## config.mk

```make
export PLATFORM = sky130hd
export DESIGN_NAME = float_mantissa_normalizer_core
export DESIGN_NICKNAME = d
export VERILOG_FILES = /design/src/design/fmn_pkg.sv /design/src/design/fmn_norm.sv /design/src/design/float_mantissa_normalizer_core.sv
export SDC_FILE = /design/constraint.sdc
export NUM_CORES = 1
export LEC_CHECK = 0
export ABC_AREA = 1
export BUFFER_PORTS_ARGS = -buffer_cell sky130_fd_sc_hd__buf_2
export CAP_MARGIN = 10
export CORE_MARGIN = 2
export CORE_UTILIZATION = 27
export CTS_BUF_LIST = sky130_fd_sc_hd__clkbuf_8
export DETAILED_ROUTE_END_ITERATION = 8
export HOLD_SLACK_MARGIN = 0.03
export RECOVER_POWER = 100
export SYNTH_ARGS = -nofsm -noshare
export SYNTH_HDL_FRONTEND = slang
export SYNTH_SLANG_ARGS = --single-unit
```

## constraint.sdc

```tcl
create_clock -name clk -period 6.2 [get_ports clk]
set_input_delay 1.24 -clock clk [delete_from_list [all_inputs] [get_ports clk]]
set_output_delay 1.24 -clock clk [all_outputs]
set_load 0.03 [all_outputs]
```

## src/design/fmn_pkg.sv

```systemverilog
// ---------------------------------------------------------------------------
// fmn_pkg: shared types and constants of the mantissa normalizer
// Field widths, exponent limits and the record types that travel between
// the datapath and the pipeline registers.
// ---------------------------------------------------------------------------
package fmn_pkg;

  localparam int WORD_W  = 36;
  localparam int MANT_W  = 2 * WORD_W;
  localparam int EXP_W   = 8;
  localparam int SHIFT_W = 7;
  localparam int FLAG_W  = 5;

  localparam logic signed [EXP_W-1:0] EXP_MIN  = 8'sh80;
  localparam logic signed [EXP_W-1:0] EXP_MAX  = 8'sh7f;
  localparam logic signed [EXP_W-1:0] EXP_ZERO = 8'sh00;

  typedef struct packed {
    logic                    overflow_in;
    logic signed [EXP_W-1:0] exponent;
    logic [WORD_W-1:0]       mantissa_low;
    logic [WORD_W-1:0]       mantissa_high;
  } fmn_in_t;

  typedef struct packed {
    logic overflow_out;
    logic exponent_overflow_flag;
    logic underflow_flag;
    logic negative_flag;
    logic zero_flag;
  } fmn_flags_t;

  typedef struct packed {
    fmn_flags_t              flags;
    logic signed [EXP_W-1:0] result_exponent;
    logic [WORD_W-1:0]       result_low;
    logic [WORD_W-1:0]       result_high;
  } fmn_res_t;

endpackage

```

## src/design/fmn_norm.sv

```systemverilog
// ---------------------------------------------------------------------------
// fmn_norm: normalization datapath
// Leading-sign count, left barrel shift with exponent limiting, and the
// one-place right shift that corrects a mantissa overflow.
// ---------------------------------------------------------------------------
module fmn_norm (
  input  fmn_pkg::fmn_in_t  item,
  output fmn_pkg::fmn_res_t res
);

  logic [fmn_pkg::MANT_W-1:0]       mant;
  logic [fmn_pkg::MANT_W-2:0]       diff;
  logic [fmn_pkg::SHIFT_W-1:0]      lead;
  logic [fmn_pkg::EXP_W-1:0]        exp_bias;
  logic [fmn_pkg::SHIFT_W-1:0]      shift;
  logic                             mant_zero;
  logic                             unf;
  logic [fmn_pkg::MANT_W-1:0]       mant_out;
  logic signed [fmn_pkg::EXP_W-1:0] exp_out;
  logic                             eovf;

  assign mant = {item.mantissa_high, item.mantissa_low};
  assign diff = mant[fmn_pkg::MANT_W-1:1] ^ mant[fmn_pkg::MANT_W-2:0];
  assign mant_zero = (mant == '0);

  // Count of shifts that brings two unequal bits to the top; all-equal gives the maximum.
  always_comb begin
    lead = fmn_pkg::SHIFT_W'(fmn_pkg::MANT_W - 1);
    for (int i = 0; i < fmn_pkg::MANT_W - 1; i++) begin
      if (diff[i]) begin
        lead = fmn_pkg::SHIFT_W'(fmn_pkg::MANT_W - 2 - i);
      end
    end
  end

  // Exponent offset by 128: the number of decrements left before the minimum.
  assign exp_bias = item.exponent ^ fmn_pkg::EXP_MIN;
  assign unf      = !mant_zero && ({1'b0, lead} > exp_bias);
  assign shift    = unf ? fmn_pkg::SHIFT_W'(exp_bias + 8'd1) : lead;

  always_comb begin
    mant_out = mant << shift;
    exp_out  = fmn_pkg::EXP_W'(item.exponent - $signed({1'b0, lead}));
    eovf     = 1'b0;
    if (item.overflow_in) begin
      mant_out = {~mant[fmn_pkg::MANT_W-1], mant[fmn_pkg::MANT_W-1:1]};
      if (item.exponent == fmn_pkg::EXP_MAX) begin
        exp_out = fmn_pkg::EXP_MIN;
        eovf    = 1'b1;
      end else begin
        exp_out = item.exponent + 8'sd1;
      end
    end else if (mant_zero) begin
      exp_out = fmn_pkg::EXP_MIN;
    end else if (unf) begin
      exp_out = fmn_pkg::EXP_ZERO;
    end
  end

  assign res.result_high     = mant_out[fmn_pkg::MANT_W-1:fmn_pkg::WORD_W];
  assign res.result_low      = mant_out[fmn_pkg::WORD_W-1:0];
  assign res.result_exponent = exp_out;
  assign res.flags.zero_flag              = (mant_out == '0);
  assign res.flags.negative_flag          = mant_out[fmn_pkg::MANT_W-1];
  assign res.flags.underflow_flag         = unf && !item.overflow_in;
  assign res.flags.exponent_overflow_flag = eovf;
  assign res.flags.overflow_out           = 1'b0;

endmodule

```

## src/design/float_mantissa_normalizer_core.sv

```systemverilog
// ---------------------------------------------------------------------------
// float_mantissa_normalizer_core: 72-bit mantissa normalizer
// Normalizes a two's complement fraction and adjusts its exponent.
// ---------------------------------------------------------------------------
// Usage:
//   Requests enter on the s_ stream: s_tdata carries the 72-bit fraction as
//   two 36-bit words and the signed exponent, s_tuser the overflow flag of
//   the preceding add. Results leave on the m_ stream: m_tdata carries the
//   normalized words and exponent, m_tuser the five status flags.
//   Every request gives exactly one result, in order.
//   A request is taken into the input register, and the leading-sign count
//   and barrel shift fill the result register from it when that register
//   can advance. Throughput is one request per cycle while the receiver
//   keeps m_tready high; the shift and count finish in a single pass
//   between the two registers.
//   When the receiver holds m_tready low the result register keeps its
//   value, and one more request can still be taken into the input register
//   before s_tready falls.
//   A synchronous reset empties both registers; no result is shown until a
//   new request has been accepted.
// ---------------------------------------------------------------------------
module float_mantissa_normalizer_core (
  input  logic        clk,
  input  logic        rst,
  input  logic        s_tvalid,
  output logic        s_tready,
  input  logic [79:0] s_tdata,   // mantissa_high[35:0], mantissa_low[35:0], exponent[7:0]
  input  logic        s_tuser,   // overflow_in
  output logic        m_tvalid,
  input  logic        m_tready,
  output logic [79:0] m_tdata,   // result_high[35:0], result_low[35:0], result_exponent[7:0]
  output logic [4:0]  m_tuser    // zero, negative, underflow, exponent_overflow, overflow_out
);

  fmn_pkg::fmn_in_t  in_reg;
  logic              in_valid;
  fmn_pkg::fmn_res_t res_comb;
  fmn_pkg::fmn_res_t res_reg;
  logic              res_valid;
  logic              advance;

  assign advance  = !res_valid || m_tready;
  assign s_tready = !in_valid || advance;

  always_ff @(posedge clk) begin
    if (rst) begin
      in_valid <= 1'b0;
    end else if (s_tready) begin
      in_valid <= s_tvalid;
    end
  end

  always_ff @(posedge clk) begin
    if (s_tready && s_tvalid) begin
      in_reg.mantissa_high <= s_tdata[35:0];
      in_reg.mantissa_low  <= s_tdata[71:36];
      in_reg.exponent      <= $signed(s_tdata[79:72]);
      in_reg.overflow_in   <= s_tuser;
    end
  end

  fmn_norm u_norm (
    .item (in_reg),
    .res  (res_comb)
  );

  always_ff @(posedge clk) begin
    if (rst) begin
      res_valid <= 1'b0;
    end else if (advance) begin
      res_valid <= in_valid;
    end
  end

  always_ff @(posedge clk) begin
    if (advance && in_valid) begin
      res_reg <= res_comb;
    end
  end

  assign m_tvalid = res_valid;
  assign m_tdata  = {res_reg.result_exponent, res_reg.result_low, res_reg.result_high};
  assign m_tuser  = {res_reg.flags.overflow_out, res_reg.flags.exponent_overflow_flag,
                     res_reg.flags.underflow_flag, res_reg.flags.negative_flag,
                     res_reg.flags.zero_flag};

endmodule

```

# [Yosys cells after proc, flatten, opt, wreduce, memory -nomap -nowiden]
# Index checks and enable logic that the tools add are counted.
[op_classes] n_addsub=3 n_lt_le_gt_ge=1 n_eq_ne=1 shifts=1 muxes=78 bitwise_logic=3 n_reduce_logical=12
[ops] cell="7-bit two-way mux" n=65
[ops] cell="72-bit logical NOT" n=2
[ops] cell="72-bit two-way mux" n=1
[ops] cell="72-bit by 7-bit left shift with 72-bit output" n=1
[ops] cell="71-bit XOR" n=1
[ops] cell="8-bit two-way mux" n=4
[ops] cell="3-bit two-way mux" n=4
[ops] cell="8-bit by 2-bit adder with 8-bit output, second input constant" n=1
[ops] cell="8-bit equality test, second input constant" n=1
[ops] cell="7-bit by 8-bit greater-than comparator with 1-bit output" n=1
[ops] cell="8-bit subtractor" n=1
[ops] cell="7-bit by 1-bit adder with 7-bit output, second input constant" n=1
[ops] cell="1-bit logical AND" n=4
[ops] cell="1-bit logical NOT" n=4
[ops] cell="2-bit two-way mux" n=2
[ops] cell="1-bit logical OR" n=2
[ops] cell="1-bit two-way mux" n=2
[ops] cell="1-bit inverter" n=2
[word_totals] register_bits=167 in_bits=85 out_inout_bits=87 elab_cells=112

# [Logic depth before layout (Yosys ltp)]
# Gate-level depths: netlist of run 1.
[depth] depth_word=78 depth_mapped=70

# [Hierarchy]
# From an unflattened synthesis of run 1, not the netlist that was laid out.
[unflattened] cells_unflattened=2176 hier_area_um2=14551.5
[by_module_without_submodules] mod="fmn_norm" instances=1 cells_each=1998 area_each_um2=9475.3
[by_module_without_submodules] mod="float_mantissa_normalizer_core" instances=1 cells_each=178 area_each_um2=5076.1

# [Worst setup path before layout of run 1]
# No wires, ideal clock.
[synth_path] path_type="in2reg" start="in m_tready" end="reg res_reg, in the netlist m_tdata[0], enable pin" setup_time_ns=0.552 t_arrival_ns=5.297 t_required_ns=5.648 slack_ns=0.351 cell_stages=2 n_path_buf=0 cell_sequence="inv_1 -> a21oi_1"
[synth_via] elab_chain_cells=2
[synth_rtl] item="from (decl)" line_no="float_mantissa_normalizer_core.sv:30" source="input logic m_tready,"
[synth_rtl] item="1-bit logical OR" line_no="float_mantissa_normalizer_core.sv:42" source="assign advance = !res_valid || m_tready;"
[synth_rtl] item="1-bit logical AND" line_no="float_mantissa_normalizer_core.sv:76" source="if (advance && in_valid) begin"
[synth_rtl] item="to (signal assigned)" line_no="float_mantissa_normalizer_core.sv:77" source="res_reg <= res_comb;"
[synth_rtl] item="to (decl)" line_no="float_mantissa_normalizer_core.sv:38" source="fmn_pkg::fmn_res_t res_reg;"
# Every way passes these cells.
# A chain may end at the register's enable or synchronous reset.

==> impl_results.html, run 1 <==
<table>
<tr><th>Metric</th><th>Value</th></tr>
<tr><th colspan="2">Status</th></tr>
<tr><td>Result of the run</td><td>complete, but fails checks</td></tr>
<tr><td>Violated checks</td><td>capacitance limit, slew limit, setup timing</td></tr>
<tr><th colspan="2">Flow run</th></tr>
<tr><td>Max-capacitance violation count</td><td>3</td></tr>
<tr><th colspan="2">Yosys</th></tr>
<tr><td>Yosys cell types</td><td>42</td></tr>
<tr><td>Arithmetic-cell share of the synthesized area counting full adders, half adders and majority gates</td><td>4.61%</td></tr>
<tr><td>Synthesized instance count</td><td>2135</td></tr>
<tr><td>Number of synthesized flops with an enable pin</td><td>164</td></tr>
<tr><td>Combined area of all synthesized cells</td><td>0.0143 sq mm</td></tr>
<tr><td>Count of state elements after synthesis</td><td>166</td></tr>
<tr><td>Area share of xor/xnor cells in the synthesized design</td><td>2.52%</td></tr>
<tr><td>Dominant combinational cell family by area after synthesis</td><td>simple AND/OR/NAND/NOR gates</td></tr>
<tr><td>Share of synthesized area occupied by flip-flops and latches</td><td>34.8%</td></tr>
<tr><td>Synthesized net count</td><td>2272</td></tr>
<tr><td>Multiplexer share of the synthesized area</td><td>0%</td></tr>
<tr><td>Simple-gate portion of the synthesized area</td><td>43.4%</td></tr>
<tr><td>Fraction of registers with async set/reset</td><td>0%</td></tr>
<tr><td>Most used flip-flop cell after synthesis</td><td>sky130_fd_sc_hd__edfxtp_1</td></tr>
<tr><td>Synthesis Warnings</td><td>0</td></tr>
<tr><td>Compound-cell area share of the yosys netlist</td><td>5.69%</td></tr>
<tr><td>Avg Inst Size Synth</td><td>6.69 sq um</td></tr>
<tr><th colspan="2">Cells and area</th></tr>
<tr><td>Final core utilization</td><td>40.1%</td></tr>
<tr><td>Post-route standard cell area excluding fillers</td><td>0.0210 sq mm</td></tr>
<tr><td>Area Overhead vs Synth</td><td>47.4%</td></tr>
<tr><td>Number of flip-flops under the largest register name</td><td>81</td></tr>
<tr><td>Fraction of final layout cells with drive strength greater than 1</td><td>31.8%</td></tr>
<tr><td>Number of nets at the end of the flow</td><td>2725</td></tr>
<tr><th colspan="2">Floorplan</th></tr>
<tr><td>Starting Density</td><td>27.2%</td></tr>
<tr><td>Horizontal die dimension</td><td>234 um</td></tr>
<tr><td>Core Rows</td><td>84</td></tr>
<tr><td>I/O pins</td><td>172</td></tr>
<tr><td>Core area</td><td>0.0524 sq mm</td></tr>
<tr><td>Vertical die dimension</td><td>234 um</td></tr>
<tr><td>Die area</td><td>0.0547 sq mm</td></tr>
<tr><th colspan="2">STA</th></tr>
<tr><td>Transition time at the pin with the least slew margin</td><td>3.42 ns</td></tr>
<tr><td>Setup repair after global routing missed its margin</td><td>true</td></tr>
<tr><td>Count of final hold-check violations</td><td>0</td></tr>
<tr><td>Final setup violation count</td><td>2</td></tr>
<tr><td>Fraction of the cycle the final worst path needs</td><td>103%</td></tr>
<tr><td>Clock skew</td><td>0.0281 ns</td></tr>
<tr><td>Tmin final</td><td>6.36 ns</td></tr>
<tr><td>Highest achievable clock rate</td><td>0.157 GHz</td></tr>
<tr><td>Pins Over Slew Limit</td><td>148</td></tr>
<tr><td>Sum Neg Setup Slack</td><td>-0.182 ns</td></tr>
<tr><td>Fin worst setup slack</td><td>-0.159 ns</td></tr>
<tr><td>Headroom to the max-slew limit</td><td>-128%</td></tr>
<tr><th colspan="2">Place</th></tr>
<tr><td>GP Congestion</td><td>1.03</td></tr>
<tr><td>Area after DPL</td><td>0.0182 sq mm</td></tr>
<tr><td>Total half-perimeter wirelength after legalization and detailed placement</td><td>55.5 mm</td></tr>
<tr><td>PortBufs</td><td>170</td></tr>
<tr><td>Pre-CTS setup slack</td><td>-0.559 ns</td></tr>
<tr><th colspan="2">Power and ir drop</th></tr>
<tr><td>Total power density per cell area</td><td>221 mW/mm^2</td></tr>
<tr><td>Static leakage</td><td>9.83 nW</td></tr>
<tr><td>Peak VDD IR</td><td>0.145 mV</td></tr>
<tr><th colspan="2">Clock tree</th></tr>
<tr><td>TritonCTS clock tree</td><td>built</td></tr>
<tr><td>CTS root buf</td><td>sky130_fd_sc_hd__clkbuf_8</td></tr>
<tr><td>Worst-Skew Late Latency</td><td>0.59 ns</td></tr>
<tr><td>Inserted Clock Buffers</td><td>17</td></tr>
<tr><td>Clock-pin slew on the worst setup and hold paths</td><td>0.10 ns</td></tr>
<tr><td>Quantity of hold-fixing buffers added after cts</td><td>0</td></tr>
<tr><td>Maximum buffer depth of the clock tree</td><td>2</td></tr>
<tr><td>Sink Count</td><td>166</td></tr>
<tr><td>H-Tree Depth</td><td>4</td></tr>
<tr><th colspan="2">Routing</th></tr>
<tr><td>Overall via count from detail_route</td><td>17200</td></tr>
<tr><td>1st-iter DRT viols</td><td>1686</td></tr>
<tr><td>Residual antenna-violating net count after detailed routing</td><td>0</td></tr>
<tr><td>Final Routed Wirelength</td><td>71.9 mm</td></tr>
<tr><td>Via-to-Cell Ratio</td><td>5.22</td></tr>
<tr><td>Pre-antenna DRT Iters</td><td>9</td></tr>
<tr><td>Routed length per instance</td><td>21.8 um</td></tr>
<tr><td>Remaining design rule violation count</td><td>0</td></tr>
<tr><th colspan="2">Worst setup path</th></tr>
<tr><td>Reg2Reg Setup Slack</td><td>-0.16 ns</td></tr>
<tr><td>Worst reg2reg path endpoint</td><td>m_tuser[0]</td></tr>
<tr><td>Largest fanout of any net on the critical path</td><td>6</td></tr>
<tr><td>Capturing element of the worst setup path</td><td>m_tuser[0]</td></tr>
<tr><td>Critical Path End Type</td><td>register</td></tr>
<tr><td>Depth of the worst register-to-register path</td><td>64</td></tr>
<tr><td>Startpoint of the lowest-slack register-to-register path</td><td>in_reg[39]</td></tr>
<tr><td>Critical path depth in cells</td><td>64</td></tr>
<tr><td>Most prevalent standard cell on the critical path</td><td>sky130_fd_sc_hd__nand2_1</td></tr>
<tr><td>Slowest cell on the critical path</td><td>sky130_fd_sc_hd__edfxtp_1</td></tr>
<tr><td>Data required time at the worst endpoint</td><td>6.65 ns</td></tr>
<tr><td>Crit path kind</td><td>reg2reg</td></tr>
<tr><td>Worst stage delay on the critical path</td><td>0.43 ns</td></tr>
<tr><td>Endpoint arrival time on the critical path</td><td>6.81 ns</td></tr>
<tr><td>Critical path startpoint category</td><td>register</td></tr>
<tr><td>Timing startpoint of the critical path</td><td>in_reg[39]</td></tr>
<tr><td>Buf/Inv on CP</td><td>7</td></tr>
<tr><td>Crit-path leading delay family</td><td>simple AND/OR/NAND/NOR gates</td></tr>
<tr><th colspan="2">GRT</th></tr>
<tr><td>Global routing usage summed across all routing layers</td><td>25.5%</td></tr>
<tr><td>Grt ovf</td><td>0</td></tr>
<tr><td>First-pass GRT wire length</td><td>102 mm</td></tr>
<tr><td>Number of antenna violations at the first check in global routing</td><td>5</td></tr>
<tr><td>Via count of the first global-routing pass</td><td>16600</td></tr>
<tr><td>Pin count of the biggest net entering global routing</td><td>64</td></tr>
<tr><th colspan="2">Hold path</th></tr>
<tr><td>Hold Path Depth</td><td>2</td></tr>
<tr><td>Worst hold-check path type</td><td>reg2reg</td></tr>
</table>
synthesized netlist by cell type (all sizes together) (10+ instances only):
master | instances | area share, %
nand2 | 642 | 17
nand3 | 576 | 20
inv | 201 | 5.3
edfxtp | 164 | 34
nor2 | 145 | 3.8
o21ai | 68 | 2.5
clkbuf | 61 | 1.6
buf | 54 | 2.0
ha | 51 | 4.5
nand4 | 42 | 1.8
xor2 | 38 | 2.3
a21oi | 27 | 0.95
o22ai | 10 | 0.44
area by class of cell:
type	count	area [sq um]
Inverter	202	774
Clock buffer	17	234
Fill cell	5433	31400
Clock inverter	15	168
Sequential cell	166	4960
Antenna cell	6	15.0
Tap cell	688	861
Multi-Input combinational cell	1652	9710
Timing Repair Buffer	549	4310
tightest hold or removal path, stage by stage (launching register included):
cell	delay, ns
sky130_fd_sc_hd__dfxtp_1	0.32
sky130_fd_sc_hd__inv_1	0.11
sky130_fd_sc_hd__a21oi_1	0.08
metrics by stage:
step | cells | hold WS (ns) | power, W
global placement | 3194 | 0.504 | 0.00335
floorplan | 2135 | 0.445 | 0.00249
CTS | 3243 | 0.546 | 0.00435
global route | 3291 | 0.590 | 0.00491
detailed placement | 3194 | 0.527 | 0.00335
finish | 3295 | 0.547 | 0.00465
report_power, final:
part	total [W]	switching, W	internal, W
clock	0.000844	0.000477	0.000367
combinational	0.00241	0.00148	0.000927
sequential	0.00140	0.0000547	0.00134
cells in the final DEF (no fill, tap or decap), types with 22 or more instances in the layout:
cell type,Yosys,routed
sky130_fd_sc_hd__nand2_1,639,552
sky130_fd_sc_hd__nand4_1,42,42
sky130_fd_sc_hd__a21oi_1,27,22
sky130_fd_sc_hd__nand3_4,1,27
sky130_fd_sc_hd__clkbuf_1,61,98
sky130_fd_sc_hd__nand3_1,575,404
sky130_fd_sc_hd__buf_4,7,309
sky130_fd_sc_hd__inv_1,196,186
sky130_fd_sc_hd__buf_2,20,75
sky130_fd_sc_hd__buf_12,0,26
sky130_fd_sc_hd__nor2_1,145,116
sky130_fd_sc_hd__edfxtp_1,164,164
sky130_fd_sc_hd__nand3_2,0,145
sky130_fd_sc_hd__o21ai_0,56,35
sky130_fd_sc_hd__xor2_1,38,38
sky130_fd_sc_hd__nand2_2,3,80
sky130_fd_sc_hd__ha_1,51,49
logic make-up after synthesis:
logic type	after synthesis
AO/OA/AOI/OAI	140
flip-flops	166
buffers and inverters	317
adder cells (fa/ha/maj)	52
XOR/XNOR	41
AND/OR/NAND/NOR	1418
other	1
metal layers:
layer | global-route usage, % | wire [um] | vias to the layer above
li1 | - | - | 8123
met1 | 32.0 | 30000 | 8185
met2 | 41.7 | 33300 | 736
met3 | 4.40 | 4500 | 172
met4 | 13.9 | 4020 | 0
met5 | 0 | 0 | -
worst min path at each step:
stage / end / from
2_1_floorplan: m_tvalid / in_valid
3_3_place_gp: m_tvalid / m_tvalid
3_5_place_dp: m_tvalid / in_valid
4_1_cts: m_tvalid / m_tvalid
5_1_grt: in_valid / in_valid
6_report: m_tvalid / in_valid
what timing repair did:
| action | in CTS | in global routing |
|---|---|---|
| gates resized for setup | 114 | 332 |
| pin swaps | 16 | 71 |
| cloned | 4 | 11 |
| endpoints found under the setup margin | 12 | 73 |
| buffers inserted | 13 | 35 |
Power figures use the tool's default switching activity.
==> run 2: changes to the inputs <==
--- a/config.mk
+++ b/config.mk
@@ -10,7 +10,6 @@
 export CAP_MARGIN = 10
 export CORE_MARGIN = 2
 export CORE_UTILIZATION = 27
-export CTS_BUF_LIST = sky130_fd_sc_hd__clkbuf_8
 export DETAILED_ROUTE_END_ITERATION = 8
 export HOLD_SLACK_MARGIN = 0.03
 export RECOVER_POWER = 100
==> impl_results.html, run 2 (synthesis results as in run 1) <==
<table>
<tr><th>Metric</th><th>Value</th></tr>
<tr><th colspan="2">Clock tree</th></tr>
<tr><td>H-Tree Depth</td><td>4 (unchanged)</td></tr>
<tr><td>TritonCTS clock tree</td><td>built (unchanged)</td></tr>
<tr><td>Inserted Clock Buffers</td><td>17 (unchanged)</td></tr>
<tr><td>Maximum buffer depth of the clock tree</td><td>2 (unchanged)</td></tr>
<tr><td>Sink Count</td><td>166 (unchanged)</td></tr>
<tr><td>Worst-Skew Late Latency</td><td>0.51 ns (was 0.59 ns)</td></tr>
<tr><td>CTS root buf</td><td>sky130_fd_sc_hd__clkbuf_16 (was sky130_fd_sc_hd__clkbuf_8)</td></tr>
<tr><td>Quantity of hold-fixing buffers added after cts</td><td>0 (unchanged)</td></tr>
<tr><td>Clock-pin slew on the worst setup and hold paths</td><td>0.07 ns (was 0.10 ns)</td></tr>
<tr><th colspan="2">Cells and area</th></tr>
<tr><td>Most common library cell in the layout ignoring fill and taps</td><td>sky130_fd_sc_hd__nand2_1 (unchanged)</td></tr>
<tr><td>Filler Cell Count</td><td>5310 (was 5433)</td></tr>
<tr><td>Fraction of final layout cells with drive strength greater than 1</td><td>38.0% (was 31.8%)</td></tr>
<tr><td>Commonest non-fill, non-tap cells in the layout</td><td>sky130_fd_sc_hd__nand2_1 (488), sky130_fd_sc_hd__nand3_1 (334), sky130_fd_sc_hd__buf_4 (294) (was sky130_fd_sc_hd__nand2_1 (552), sky130_fd_sc_hd__nand3_1 (404), sky130_fd_sc_hd__buf_4 (309))</td></tr>
<tr><td>Area of the multi-input gates</td><td>0.0105 sq mm (was 0.00971 sq mm)</td></tr>
<tr><td>Number of flip-flops under the largest register name</td><td>81 (unchanged)</td></tr>
<tr><td>Number of nets at the end of the flow</td><td>2738 (was 2725)</td></tr>
<tr><td>Area Overhead vs Synth</td><td>56.6% (was 47.4%)</td></tr>
<tr><td>Register area</td><td>0.00496 sq mm (unchanged)</td></tr>
<tr><th colspan="2">Routing</th></tr>
<tr><td>Overall via count from detail_route</td><td>17300 (was 17200)</td></tr>
<tr><td>Pre-antenna DRT Iters</td><td>5 (was 9)</td></tr>
<tr><td>Residual antenna-violating net count after detailed routing</td><td>0 (unchanged)</td></tr>
<tr><td>Via-to-Cell Ratio</td><td>5.25 (was 5.22)</td></tr>
<tr><td>Final Routed Wirelength</td><td>72.8 mm (was 71.9 mm)</td></tr>
<tr><td>Remaining design rule violation count</td><td>0 (unchanged)</td></tr>
<tr><td>Routed length per instance</td><td>22.0 um (was 21.8 um)</td></tr>
<tr><td>1st-iter DRT viols</td><td>1606 (was 1686)</td></tr>
<tr><th colspan="2">Place</th></tr>
<tr><td>Total half-perimeter wirelength after legalization and detailed placement</td><td>55.5 mm (unchanged)</td></tr>
<tr><td>Pre-CTS setup slack</td><td>-0.559 ns (unchanged)</td></tr>
<tr><td>GP Congestion</td><td>1.03 (unchanged)</td></tr>
<tr><td>PortBufs</td><td>170 (unchanged)</td></tr>
<tr><th colspan="2">Floorplan</th></tr>
<tr><td>Starting Density</td><td>27.2% (unchanged)</td></tr>
<tr><td>Horizontal die dimension</td><td>234 um (unchanged)</td></tr>
<tr><td>Core Rows</td><td>84 (unchanged)</td></tr>
<tr><td>Core area</td><td>0.0524 sq mm (unchanged)</td></tr>
<tr><td>Vertical die dimension</td><td>234 um (unchanged)</td></tr>
<tr><td>Die area</td><td>0.0547 sq mm (unchanged)</td></tr>
<tr><td>I/O pins</td><td>172 (unchanged)</td></tr>
<tr><th colspan="2">STA</th></tr>
<tr><td>Clock skew</td><td>0.0183 ns (was 0.0281 ns)</td></tr>
<tr><td>Highest achievable clock rate</td><td>0.155 GHz (was 0.157 GHz)</td></tr>
<tr><td>Transition time at the pin with the least slew margin</td><td>3.38 ns (was 3.42 ns)</td></tr>
<tr><td>Fraction of the cycle the final worst path needs</td><td>104% (was 103%)</td></tr>
<tr><td>Fin worst setup slack</td><td>-0.233 ns (was -0.159 ns)</td></tr>
<tr><td>Setup repair after global routing missed its margin</td><td>true (unchanged)</td></tr>
<tr><td>Final setup violation count</td><td>4 (was 2)</td></tr>
<tr><td>Headroom to the max-slew limit</td><td>-125% (was -128%)</td></tr>
<tr><td>Pins Over Slew Limit</td><td>148 (unchanged)</td></tr>
<tr><td>Count of final hold-check violations</td><td>0 (unchanged)</td></tr>
<tr><td>Tmin final</td><td>6.43 ns (was 6.36 ns)</td></tr>
<tr><th colspan="2">Worst setup path</th></tr>
<tr><td>Slowest cell on the critical path</td><td>sky130_fd_sc_hd__edfxtp_1 (unchanged)</td></tr>
<tr><td>Most prevalent standard cell on the critical path</td><td>sky130_fd_sc_hd__nand2_1 (unchanged)</td></tr>
<tr><td>Crit-path leading delay family</td><td>simple AND/OR/NAND/NOR gates (unchanged)</td></tr>
<tr><td>Critical path startpoint category</td><td>register (unchanged)</td></tr>
<tr><td>Crit path kind</td><td>reg2reg (unchanged)</td></tr>
<tr><td>Critical Path End Type</td><td>register (unchanged)</td></tr>
<tr><td>Endpoint arrival time on the critical path</td><td>6.80 ns (was 6.81 ns)</td></tr>
<tr><td>Worst stage delay on the critical path</td><td>0.43 ns (about the same)</td></tr>
<tr><td>Data required time at the worst endpoint</td><td>6.57 ns (was 6.65 ns)</td></tr>
<tr><td>Largest fanout of any net on the critical path</td><td>6 (unchanged)</td></tr>
<tr><td>Buf/Inv on CP</td><td>9 (was 7)</td></tr>
<tr><th colspan="2">Power and ir drop</th></tr>
<tr><td>Total Power Consumption</td><td>0.00506 W (was 0.00465 W)</td></tr>
<tr><td>Peak VDD IR</td><td>0.220 mV (was 0.145 mV)</td></tr>
<tr><td>Static leakage</td><td>10.3 nW (was 9.83 nW)</td></tr>
<tr><td>Total power density per cell area</td><td>226 mW/mm^2 (was 221 mW/mm^2)</td></tr>
<tr><th colspan="2">GRT</th></tr>
<tr><td>Via count of the first global-routing pass</td><td>16700 (was 16600)</td></tr>
<tr><td>First-pass GRT wire length</td><td>103 mm (was 102 mm)</td></tr>
<tr><td>Global routing usage summed across all routing layers</td><td>25.8% (was 25.5%)</td></tr>
<tr><td>Pin count of the biggest net entering global routing</td><td>64 (unchanged)</td></tr>
<tr><td>Number of antenna violations at the first check in global routing</td><td>3 (was 5)</td></tr>
<tr><td>Grt ovf</td><td>0 (unchanged)</td></tr>
<tr><th colspan="2">Status</th></tr>
<tr><td>Result of the run</td><td>complete, but fails checks (unchanged)</td></tr>
<tr><td>Violated checks</td><td>capacitance limit, slew limit, setup timing (unchanged)</td></tr>
<tr><th colspan="2">Flow run</th></tr>
<tr><td>Max-capacitance violation count</td><td>3 (unchanged)</td></tr>
<tr><th colspan="2">Hold path</th></tr>
<tr><td>Worst hold-check path type</td><td>reg2reg (unchanged)</td></tr>
</table>
run 2: final timing paths:
check                           startpoint         end  slack (ns)  cells past startpoint
worst max-delay path            in_reg[39]  m_tuser[0]       -0.23                     64
worst min-delay path              m_tvalid    m_tvalid        0.54                      2
worst max register to register  in_reg[39]  m_tuser[0]       -0.23                     64
worst min register to register    m_tvalid    m_tvalid        0.54                      2
run 2: through the flow:
step	hold slack (ns)	utilization [%]	area (sq um)	setup TNS, ns	cells
global route	0.586	42.6	22300	-16.18	3302
global placement	0.504	34.7	18200	-0.791	3194
floorplan	0.445	-	14300	0	2135
CTS	0.542	37.9	19900	-0.152	3249
finish	0.542	42.6	22400	-0.310	3304
detailed placement	0.527	34.7	18200	-1.35	3194
run 2: report_power, final:
part | switching, W | internal, W | leakage, nW
clock | 0.000514 | 0.000603 | 0.288
combinational | 0.00155 | 0.000992 | 8.39
sequential | 0.0000547 | 0.00135 | 1.59
total | 0.00212 | 0.00294 | 10.3
run 2: what timing repair did:
item                       4_1_cts  5_1_grt
setup buffers                   17       46
gates cloned                     6       14
setup endpoints to repair       11       73
gates resized for setup        190      481
pin swaps                       27      122
run 2: worst min-delay path, cell delays in order, from the launching register on:
cell	delay [ns]
sky130_fd_sc_hd__dfxtp_1	0.36
sky130_fd_sc_hd__nand2_1	0.09
sky130_fd_sc_hd__a21oi_1	0.05
run 2: final cells by class:
type | count | share of cell area, %
inverter | 202 | 3.48
multi-input combinational | 1652 | 47.0
tap | 688 | 3.85
clock buffer | 18 | 1.92
antenna | 2 | 0.0224
clock inverter | 14 | 0.733
sequential | 166 | 22.2
timing repair buffer | 562 | 20.8
run 2: per-layer routing:
| layer | track usage, % | wire length [um] | up-vias |
|---|---|---|---|
| met5 | 0 | 16 | - |
| met4 | 14.0 | 4190 | 2 |
| met3 | 4.49 | 4510 | 173 |
| met2 | 42.4 | 33900 | 715 |
| met1 | 32.2 | 30200 | 8307 |
| li1 | - | - | 8149 |
==> run 3: changes to the inputs <==
--- a/config.mk
+++ b/config.mk
@@ -8,10 +8,13 @@
 export ABC_AREA = 1
 export BUFFER_PORTS_ARGS = -buffer_cell sky130_fd_sc_hd__buf_2
 export CAP_MARGIN = 10
+export CELL_PAD_IN_SITES_DETAIL_PLACEMENT = 1
+export CELL_PAD_IN_SITES_GLOBAL_PLACEMENT = 2
 export CORE_MARGIN = 2
 export CORE_UTILIZATION = 27
 export DETAILED_ROUTE_END_ITERATION = 8
 export HOLD_SLACK_MARGIN = 0.03
+export PLACE_DENSITY_LB_ADDON = 0.1
 export RECOVER_POWER = 100
 export SYNTH_ARGS = -nofsm -noshare
 export SYNTH_HDL_FRONTEND = slang
==> impl_results.html, run 3 (synthesis results as in run 1) <==
<table>
<tr><th>Metric</th><th>Value</th></tr>
<tr><th colspan="2">Clock tree</th></tr>
<tr><td>TritonCTS clock tree</td><td>built (unchanged)</td></tr>
<tr><td>Maximum buffer depth of the clock tree</td><td>2 (unchanged)</td></tr>
<tr><td>Inserted Clock Buffers</td><td>17 (unchanged)</td></tr>
<tr><td>H-Tree Depth</td><td>4 (unchanged)</td></tr>
<tr><td>CTS root buf</td><td>sky130_fd_sc_hd__clkbuf_16 (unchanged)</td></tr>
<tr><td>Worst-Skew Late Latency</td><td>0.50 ns (was 0.51 ns)</td></tr>
<tr><td>Sink Count</td><td>166 (unchanged)</td></tr>
<tr><td>Clock-pin slew on the worst setup and hold paths</td><td>0.07 ns (about the same)</td></tr>
<tr><th colspan="2">STA</th></tr>
<tr><td>Count of final hold-check violations</td><td>0 (unchanged)</td></tr>
<tr><td>Highest achievable clock rate</td><td>0.154 GHz (was 0.155 GHz)</td></tr>
<tr><td>Tmin final</td><td>6.51 ns (was 6.43 ns)</td></tr>
<tr><td>Fin worst setup slack</td><td>-0.313 ns (was -0.233 ns)</td></tr>
<tr><td>Transition time at the pin with the least slew margin</td><td>2.66 ns (was 3.38 ns)</td></tr>
<tr><td>Sum Neg Setup Slack</td><td>-1.17 ns (was -0.310 ns)</td></tr>
<tr><td>Pins Over Slew Limit</td><td>170 (was 148)</td></tr>
<tr><td>Headroom to the max-slew limit</td><td>-77.3% (was -125%)</td></tr>
<tr><td>Fraction of the cycle the final worst path needs</td><td>105% (was 104%)</td></tr>
<tr><td>Final setup violation count</td><td>9 (was 4)</td></tr>
<tr><td>Setup repair after global routing missed its margin</td><td>true (unchanged)</td></tr>
<tr><td>Clock skew</td><td>0.0155 ns (was 0.0183 ns)</td></tr>
<tr><th colspan="2">Worst setup path</th></tr>
<tr><td>Worst reg2reg path endpoint</td><td>m_tdata[23] (was m_tuser[0])</td></tr>
<tr><td>Critical path startpoint category</td><td>register (unchanged)</td></tr>
<tr><td>Crit path kind</td><td>reg2reg (unchanged)</td></tr>
<tr><td>Most prevalent standard cell on the critical path</td><td>sky130_fd_sc_hd__nand2_1 (unchanged)</td></tr>
<tr><td>Reg2Reg Setup Slack</td><td>-0.31 ns (was -0.23 ns)</td></tr>
<tr><td>Data required time at the worst endpoint</td><td>6.46 ns (was 6.57 ns)</td></tr>
<tr><td>Slowest cell on the critical path</td><td>sky130_fd_sc_hd__edfxtp_1 (unchanged)</td></tr>
<tr><td>Startpoint of the lowest-slack register-to-register path</td><td>in_reg[37] (was in_reg[39])</td></tr>
<tr><td>Depth of the worst register-to-register path</td><td>67 (was 64)</td></tr>
<tr><td>Endpoint arrival time on the critical path</td><td>6.78 ns (was 6.80 ns)</td></tr>
<tr><td>Largest fanout of any net on the critical path</td><td>13 (was 6)</td></tr>
<tr><td>Critical Path End Type</td><td>register (unchanged)</td></tr>
<tr><td>Worst stage delay on the critical path</td><td>0.39 ns (was 0.43 ns)</td></tr>
<tr><th colspan="2">Place</th></tr>
<tr><td>GP Congestion</td><td>0.922 (was 1.03)</td></tr>
<tr><td>PortBufs</td><td>170 (unchanged)</td></tr>
<tr><td>Dpl cells</td><td>3249 (was 3194)</td></tr>
<tr><td>Total half-perimeter wirelength after legalization and detailed placement</td><td>61.9 mm (was 55.5 mm)</td></tr>
<tr><td>Area after DPL</td><td>0.0186 sq mm (was 0.0182 sq mm)</td></tr>
<tr><td>Pre-CTS setup slack</td><td>-0.699 ns (was -0.559 ns)</td></tr>
<tr><th colspan="2">Routing</th></tr>
<tr><td>Routed length per instance</td><td>23.7 um (was 22.0 um)</td></tr>
<tr><td>1st-iter DRT viols</td><td>1066 (was 1606)</td></tr>
<tr><td>Residual antenna-violating net count after detailed routing</td><td>0 (unchanged)</td></tr>
<tr><td>Final Routed Wirelength</td><td>80.0 mm (was 72.8 mm)</td></tr>
<tr><td>Pre-antenna DRT Iters</td><td>5 (unchanged)</td></tr>
<tr><td>Overall via count from detail_route</td><td>17600 (was 17300)</td></tr>
<tr><td>Via-to-Cell Ratio</td><td>5.22 (was 5.25)</td></tr>
<tr><td>Remaining design rule violation count</td><td>0 (unchanged)</td></tr>
<tr><th colspan="2">Cells and area</th></tr>
<tr><td>Final instance count without filler cells</td><td>3376 (was 3304)</td></tr>
<tr><td>Commonest non-fill, non-tap cells in the layout</td><td>sky130_fd_sc_hd__nand2_1 (517), sky130_fd_sc_hd__buf_4 (376), sky130_fd_sc_hd__nand3_1 (330) (was sky130_fd_sc_hd__nand2_1 (488), sky130_fd_sc_hd__nand3_1 (334), sky130_fd_sc_hd__buf_4 (294))</td></tr>
<tr><td>Number of flip-flops under the largest register name</td><td>81 (unchanged)</td></tr>
<tr><td>Post-route standard cell area excluding fillers</td><td>0.0224 sq mm (about the same)</td></tr>
<tr><td>Fraction of final layout cells with drive strength greater than 1</td><td>38.8% (was 38.0%)</td></tr>
<tr><td>Number of nets at the end of the flow</td><td>2811 (was 2738)</td></tr>
<tr><td>Most common library cell in the layout ignoring fill and taps</td><td>sky130_fd_sc_hd__nand2_1 (unchanged)</td></tr>
<tr><td>Area Overhead vs Synth</td><td>57.1% (was 56.6%)</td></tr>
<tr><th colspan="2">Hold path</th></tr>
<tr><td>Hold path startpoint</td><td>in_valid (was m_tvalid)</td></tr>
<tr><td>Terminating pin of the worst hold path</td><td>m_tvalid (unchanged)</td></tr>
<tr><td>Hold Path Depth</td><td>2 (unchanged)</td></tr>
<tr><td>Worst hold-check path type</td><td>reg2reg (unchanged)</td></tr>
<tr><th colspan="2">Power and ir drop</th></tr>
<tr><td>Share of total power in combinational logic</td><td>51.7% (was 50.3%)</td></tr>
<tr><td>Internal cell power</td><td>0.00287 W (was 0.00294 W)</td></tr>
<tr><td>Static leakage</td><td>10.5 nW (was 10.3 nW)</td></tr>
<tr><td>Switching Fraction</td><td>42.4% (was 41.9%)</td></tr>
<tr><td>Net switching power</td><td>0.00212 W (about the same)</td></tr>
<tr><td>Peak VDD IR</td><td>0.235 mV (was 0.220 mV)</td></tr>
<tr><td>Total power density per cell area</td><td>222 mW/mm^2 (was 226 mW/mm^2)</td></tr>
<tr><td>Clock Power Share</td><td>20.3% (was 22.1%)</td></tr>
<tr><td>Share of total power in sequential cells</td><td>27.9% (was 27.7%)</td></tr>
<tr><th colspan="2">Floorplan</th></tr>
<tr><td>I/O pins</td><td>172 (unchanged)</td></tr>
<tr><td>Core Rows</td><td>84 (unchanged)</td></tr>
<tr><td>Die area</td><td>0.0547 sq mm (unchanged)</td></tr>
<tr><td>Horizontal die dimension</td><td>234 um (unchanged)</td></tr>
<tr><td>Vertical die dimension</td><td>234 um (unchanged)</td></tr>
<tr><td>Starting Density</td><td>27.2% (unchanged)</td></tr>
<tr><td>Core area</td><td>0.0524 sq mm (unchanged)</td></tr>
<tr><th colspan="2">GRT</th></tr>
<tr><td>Global routing usage summed across all routing layers</td><td>28.2% (was 25.8%)</td></tr>
<tr><td>Via count of the first global-routing pass</td><td>17600 (was 16700)</td></tr>
<tr><td>First-pass GRT wire length</td><td>113 mm (was 103 mm)</td></tr>
<tr><td>Number of antenna violations at the first check in global routing</td><td>0 (was 3)</td></tr>
<tr><td>Grt ovf</td><td>0 (unchanged)</td></tr>
<tr><td>Pin count of the biggest net entering global routing</td><td>74 (was 64)</td></tr>
<tr><th colspan="2">Status</th></tr>
<tr><td>Result of the run</td><td>complete, but fails checks (unchanged)</td></tr>
<tr><td>Violated checks</td><td>capacitance limit, slew limit, setup timing (unchanged)</td></tr>
<tr><th colspan="2">Flow run</th></tr>
<tr><td>Max-capacitance violation count</td><td>4 (was 3)</td></tr>
</table>
run 3: metrics by stage:
| step | hold slack, ns | util [%] | total power (W) |
|---|---|---|---|
| after floorplan | 0.445 | - | 0.00249 |
| after global placement | 0.506 | 35.5 | 0.00346 |
| after detailed placement | 0.520 | 35.5 | 0.00348 |
| after CTS | 0.529 | 38.4 | 0.00468 |
| after global routing | 0.511 | 42.8 | 0.00526 |
| final | 0.480 | 42.8 | 0.00499 |
run 3: what timing repair did:
item                       CTS  global route
cloned                       4            19
resized for setup          158           410
buffers inserted            29            43
pin swaps                   40           115
setup endpoints to repair   40            73
hold buffers                 0             0
run 3: critical path, delay by kind of cell (launching register included):
family / cells / cell delay, ns
and+or+nand+nor: 46 / 3.10
AOI/OAI and AO/OA: 1 / 0.22
adders and majority gates: 2 / 0.53
DFF: 1 / 0.39
buffers and inverters: 18 / 2.03
run 3: worst max path at each step:
stage                             end  startpoint
after global routing       m_tuser[0]  in_reg[37]
final                     m_tdata[23]  in_reg[37]
after CTS                  m_tuser[0]  in_reg[37]
after global placement     m_tuser[0]  in_reg[41]
after detailed placement   m_tuser[0]  in_reg[41]
after floorplan            m_tdata[0]    m_tready
run 3: layout make-up:
| cell class | count | area (sq um) |
|---|---|---|
| fillers | 6513 | 30000 |
| repair buffers | 635 | 5200 |
| well taps | 688 | 861 |
| multi-input cells | 1652 | 10100 |
| clock inverters | 14 | 101 |
| inverters | 202 | 772 |
| clock buffers | 18 | 429 |
| flip-flops and latches | 166 | 4960 |
| diodes | 1 | 2.50 |
run 3: per-layer routing:
layer | vias up | track usage, % | routed length [um]
li1 | 8275 | - | -
met1 | 8821 | 37.3 | 36000
met2 | 441 | 48.0 | 38700
met3 | 97 | 3.32 | 3010
met4 | 0 | 9.02 | 2370
met5 | - | 0 | 0
run 3: power groups by stage:
stage | Clock (W) | Combinational [W] | Sequential, W
global route | 0.00108 | 0.00278 | 0.00140
CTS | 0.00106 | 0.00223 | 0.00139
global placement | 0 | 0.00205 | 0.00141
floorplan | 0 | 0.00101 | 0.00149
detailed placement | 0 | 0.00207 | 0.00141
finish | 0.00101 | 0.00258 | 0.00139
